===== src/design/bbs_pkg.sv =====
package bbs_pkg;

   // Register indexes on the write port
   localparam logic [1:0] REG_TIME_STEP = 2'd0;
   localparam logic [1:0] REG_BOLTZMANN = 2'd1;
   localparam logic [1:0] REG_EPSILON   = 2'd2;
   localparam logic [1:0] REG_FLEX_MODE = 2'd3;

   // Result status codes
   localparam logic [2:0] ST_NORMAL    = 3'd0;
   localparam logic [2:0] ST_UNCOUPLED = 3'd1;
   localparam logic [2:0] ST_GUARDED   = 3'd2;
   localparam logic [2:0] ST_CLAMPED   = 3'd3;
   localparam logic [2:0] ST_SATURATED = 3'd4;

   // Reset values of the configuration registers
   localparam logic [23:0] TIME_STEP_RESET = 24'd33554;
   localparam logic [23:0] BOLTZMANN_RESET = 24'd139492;
   localparam logic [23:0] EPSILON_RESET   = 24'd1;

   // Fixed-point constants
   localparam logic [31:0] SCALE_ONE = 32'h4000_0000;
   localparam logic [31:0] SCALE_MAX = 32'hFFFF_FFFF;
   localparam logic [23:0] TEMP_MAX  = 24'hFF_FFFF;
   localparam logic [63:0] ONE_Q60   = 64'h1000_0000_0000_0000;

   // Queue between front and back (power of two)
   localparam int unsigned QUEUE_DEPTH = 4;

   // Pipeline step counts
   localparam int unsigned TEMP_STEPS  = 24;
   localparam int unsigned SCALE_STEPS = 64;
   localparam int unsigned ROOT_STEPS  = 32;

   typedef struct packed {
      logic [23:0] t0;
      logic [23:0] tau;
      logic        imm;
      logic        bypass;
      logic        guard;
   } temp_side_type;

   typedef struct packed {
      logic [39:0]   diff;
      logic [47:0]   dk;
      temp_side_type side;
   } front_item_type;

   typedef struct packed {
      logic [23:0] temp;
      logic        tsat;
      logic        refguard;
      logic        ge;
      logic        imm;
      logic        bypass;
   } scale_side_type;

   typedef struct packed {
      logic [23:0] temp;
      logic        use_root;
      logic [31:0] scale;
      logic [2:0]  status;
   } root_side_type;

endpackage


===== src/design/bbs_front.sv =====
module bbs_front (
   input  logic                     clock,
   input  logic                     reset,
   input  logic                     req_valid,
   output logic                     req_stall,
   input  logic [39:0]              req_kinetic_energy,
   input  logic [39:0]              req_flexible_energy,
   input  logic [23:0]              req_degrees_of_freedom,
   input  logic [23:0]              req_reference_temperature,
   input  logic [23:0]              req_coupling_time,
   input  logic                     req_coupled,
   input  logic                     req_immediate,
   input  logic [23:0]              boltzmann_constant,
   input  logic                     flexible_mode,
   output logic                     item_valid,
   output bbs_pkg::front_item_type  item,
   input  logic                     item_pop
);

   localparam int unsigned PTR_W = $clog2(bbs_pkg::QUEUE_DEPTH);
   localparam logic [PTR_W:0] FULL_COUNT = (PTR_W + 1)'(bbs_pkg::QUEUE_DEPTH);

   logic [39:0]             diff;
   logic                    flex_guard;
   logic [47:0]             dk;
   bbs_pkg::front_item_type entry_in;
   bbs_pkg::front_item_type queue_ff [bbs_pkg::QUEUE_DEPTH];
   logic [PTR_W-1:0]        wr_ptr_ff, wr_ptr_in;
   logic [PTR_W-1:0]        rd_ptr_ff, rd_ptr_in;
   logic [PTR_W:0]          count_ff, count_in;
   logic                    accept;
   logic                    pop;

   // Classify the incoming item
   assign dk = req_degrees_of_freedom * boltzmann_constant;

   always_comb begin
      flex_guard = 1'b0;
      diff       = req_kinetic_energy;
      if (flexible_mode) begin
         if (req_flexible_energy >= req_kinetic_energy) begin
            flex_guard = 1'b1;
            diff       = '0;
         end else begin
            diff = req_kinetic_energy - req_flexible_energy;
         end
      end
      entry_in.diff        = diff;
      entry_in.dk          = dk;
      entry_in.side.t0     = req_reference_temperature;
      entry_in.side.tau    = (req_coupling_time == '0) ? 24'd1 : req_coupling_time;
      entry_in.side.imm    = req_immediate;
      entry_in.side.bypass = !req_coupled && !req_immediate;
      entry_in.side.guard  = flex_guard || (diff == '0) || (dk == '0);
   end

   // Queue control
   assign req_stall  = (count_ff == FULL_COUNT);
   assign accept     = req_valid && !req_stall;
   assign item_valid = (count_ff != '0);
   assign pop        = item_pop && item_valid;
   assign item       = queue_ff[rd_ptr_ff];

   always_comb begin
      wr_ptr_in = accept ? wr_ptr_ff + 1'b1 : wr_ptr_ff;
      rd_ptr_in = pop ? rd_ptr_ff + 1'b1 : rd_ptr_ff;
      count_in  = count_ff;
      if (accept && !pop) begin
         count_in = count_ff + 1'b1;
      end else if (pop && !accept) begin
         count_in = count_ff - 1'b1;
      end
   end

   always_ff @(posedge clock) begin
      if (reset) begin
         wr_ptr_ff <= '0;
         rd_ptr_ff <= '0;
         count_ff  <= '0;
      end else begin
         wr_ptr_ff <= wr_ptr_in;
         rd_ptr_ff <= rd_ptr_in;
         count_ff  <= count_in;
      end
   end

   // Store the item
   always_ff @(posedge clock) begin
      if (accept) begin
         queue_ff[wr_ptr_ff] <= entry_in;
      end
   end

`ifndef ASSERT_OFF
   a_count_bound: assert property (@(posedge clock) disable iff (reset)
      count_ff <= FULL_COUNT)
      else $error("queue count exceeds depth");

   a_count_push: assert property (@(posedge clock) disable iff (reset)
      (accept && !pop) |=> (count_ff == $past(count_ff) + 1'b1))
      else $error("queue count did not advance on push");
`endif

endmodule


===== config.mk =====
export PLATFORM = sky130hd
export DESIGN_NAME = bbs_front
export DESIGN_NICKNAME = d
export VERILOG_FILES = /design/src/design/bbs_pkg.sv /design/src/design/bbs_front.sv
export SDC_FILE = /design/constraint.sdc
export NUM_CORES = 2
export LEC_CHECK = 0
export BUFFER_PORTS_ARGS = -buffer_cell sky130_fd_sc_hd__buf_4
export CORE_AREA = 2 2 332 334
export DETAILED_ROUTE_END_ITERATION = 12
export DIE_AREA = 0 0 334 336
export HOLD_SLACK_MARGIN = 0.15
export MAX_ROUTING_LAYER = met4
export PLACE_DENSITY = 0.61
export SYNTH_ARGS = -nofsm -noshare
export SYNTH_HDL_FRONTEND = slang
export SYNTH_SLANG_ARGS = --single-unit

===== constraint.sdc =====
create_clock -name clock -period 9.3 [get_ports clock]
set_input_delay 0.465 -clock clock [delete_from_list [all_inputs] [get_ports clock]]
set_output_delay 0.465 -clock clock [all_outputs]
set_load 0.02 [all_outputs]

==> results.yml <==
status:
  status: "completed"
placed_design:
  dp_hpwl_um: 81400
  gp_congestion: 0.9346
  port-buffer-count: 323
worst_setup_path:
  cp.buffers_inverters: 4
  worstPathCellList: "buf_4 -> nand2_1 -> fa_1 -> fa_1 -> inv_1 -> fa_1 -> fa_1 -> fa_1 -> fa_1 -> inv_1 -> fa_1 -> inv_1 -> ha_1 -> and3_1 -> and2_1 -> nor4b_1 -> a211oi_1 -> o41ai_1 -> a41oi_1 -> xnor2_1 -> nor4_1 -> nand4_1 -> o21ai_1"
  timing.rr.end: "queue_ff[0][106]$_DFFE_PP_"
  crit_type: "primary input to flip-flop"
  startpoint_type: "primary input"
  arrival_ns: 8.63
  crit_fanout: 24
  cpMaxStageDelayCell: "nor4b_1"
  rrSetupSlack_ns: 5.72
  worst_ep_required_time_ns: 9.69
  reg2reg_from: "count_ff[0]$_SDFFE_PP0P_"
  crit_top_cell: "fa_1"
  crit_family: "adder cells"
  cp_slowest_stage_delay_ns: 0.82
  worstRegToRegCells: 5
  crit_path_end_kind: "flip-flop"
logic_synthesis:
  yosysTopAreaCell: "edfxtp_1"
  synth_top_cell_area_share_pct: 38.72
  synth_most_common_cell: "inv_1"
  netlist_instances: 3531
  synth_fp_nets: 4417
  synth-warning-count: 0
  yosysSeqAreaShare_pct: 39.14
  syn_area_um2: 43120
  synthArstFlopShare_pct: 0
  synth.area.top_cells: "edfxtp_1, fa_1, mux4_2"
  ys_ff_latch: 565
  synth_common_cells: "inv_1, edfxtp_1, fa_1"
  synth_enable_flop_cells: 556
  synth_cell_types: 81
  syn_area_per_cell_um2: 12.21
  dominantRegCellSynth: "edfxtp_1"
routing:
  wl_met1_um: 48880
  ant_nets: 0
  vias_per_cell: 5.211
  drt_wl_total_um: 111200
  drc: 0
  wl_met3_um: 8393
  drt_iter0_markers: 1699
  top_layer: "met4"
  routedWlPerCell_um: 21.26
  num_vias: 27270
  first_pass_iters: 5
  wl_met2_um: 51850
timing:
  clock_skew_ns: 0.008778
  setup_viol: 0
  slew_violations: 0
  slew_headroom_pct: 28.09
  fin_setup_tns_ns: 0
  worst_pin_slew_ns: 1.079
  holdWs_ns: 0.2352
  fmax_mhz: 121.4
  hold_violations: 0
  period_share_pct: 88.58
  period_minus_slack_ns: 8.238
  rsz0062_at_grt: "no"
layout:
  fin_util_pct: 45.10
  drive_above_1_share_pct: 15.23
  num-nets-final: 4661
  syn_to_final_growth_pct: 13.37
floorplan:
  io_pins: 324
  core_um2: 108400
  initial_core_util_pct: 39.78
  dieWidth_um: 334
  die_h_um: 336
  dieArea_um2: 112200
  rows: 121
grt:
  grt_pass1_vias: 28380
  antenna_found_initial: 2
  grt_max_degree: 111
  track_usage_pct: 20.49
  grt-ovfl-total: 0
  grt_pass1_wl_um: 171600
clock_network:
  cts_max_path_buffers: 3
  cts_inserted_buffers: 50
  cts_root_buffer: "clkbuf_16"
  cts.sinks: 565
  cts_tree: "built"
  cts.reportedPaths.clkPinSlew_ns: 0.06
  htreeDepth: 2
  clk_latency_ns: 0.59
min_path:
  hold_depth: 2
  min_to: "queue_ff[0][1]$_DFFE_PP_"
  min_path_type: "primary input to flip-flop"
  hp-start: "req_coupled"
flow_run:
  maxCapViolCount: 0
[logic make-up after synthesis]
logic type | count (synthesis) | share of synthesized area, %
and+or+nand+nor | 869 | 10.44
buffers and inverters | 831 | 7.245
adders and majority gates | 703 | 28.82
DFF | 565 | 39.14
AOI/OAI and AO/OA | 341 | 5.388
muxes | 146 | 7.425
xor gates and xnor gates | 76 | 1.544
[repair_timing]
action	4_1_cts	5_1_grt
hold buffers	49	0
buffers inserted	0	0
resized for setup	0	0
endpoints found under the hold margin	201	0
[through the flow]
step	cell area, um2	std cells	setup WS [ns]
floorplan	43120	3531	1.744
finish	48890	5232	1.062
detailed placement	46710	5088	0.6393
global placement	46710	5088	0.8427
CTS	48880	5230	1.244
global route	48890	5232	0.8051
[metal layers]
| metal | vias to the layer above | track usage [%] |
|---|---|---|
| met4 | 0 | 4.227 |
| met5 | - | - |
| li1 | 12250 | - |
| met1 | 14020 | 27.79 |
| met2 | 860 | 32.03 |
| met3 | 131 | 4.239 |
[how the worst max path moves through the flow]
stage                                    start  slack (ns)                        to  cells past startpoint
finish              req_degrees_of_freedom[16]        1.06  queue_ff[2][0]$_DFFE_PP_                     23
global placement    req_degrees_of_freedom[13]        0.84  queue_ff[0][0]$_DFFE_PP_                     25
global route        req_degrees_of_freedom[18]        0.81  queue_ff[1][0]$_DFFE_PP_                     25
detailed placement       boltzmann_constant[3]        0.64  queue_ff[2][0]$_DFFE_PP_                     23
floorplan                boltzmann_constant[3]        1.74  queue_ff[0][0]$_DFFE_PP_                     27
CTS                 req_degrees_of_freedom[16]        1.24  queue_ff[2][0]$_DFFE_PP_                     23
[layout by cell type, fill, tap and decap left out, drive strengths merged, types with 26 or more instances in the layout]
cell type,instances
inv,642
edfxtp,556
fa,484
buf,336
and2,327
nand2,322
ha,219
mux4,139
a21oi,75
o21ai,67
clkbuf,57
nor2,54
a21o,51
xnor2,50
dlygate4sd3,49
nand3,43
xor2,26
[registers in the layout, indices dropped and copies added, names as in the netlist, named ones only]
signal and cells:
rd_ptr_ff 2, count_ff 3, queue_ff 556, wr_ptr_ff 2
[layout make-up]
cell class,instances,area (um2)
Fill cell,9922,59510
Multi-Input combinational cell,2135,23130
Sequential cell,565,16880
Timing Repair Buffer,385,3025
Inverter,638,2395
Tap cell,1414,1769
Clock buffer,57,1299
Clock inverter,36,380.4
Antenna cell,2,5.005
Power is not shown: default switching activity piles up to over one toggle a cycle in this logic, so the estimate is an artifact.
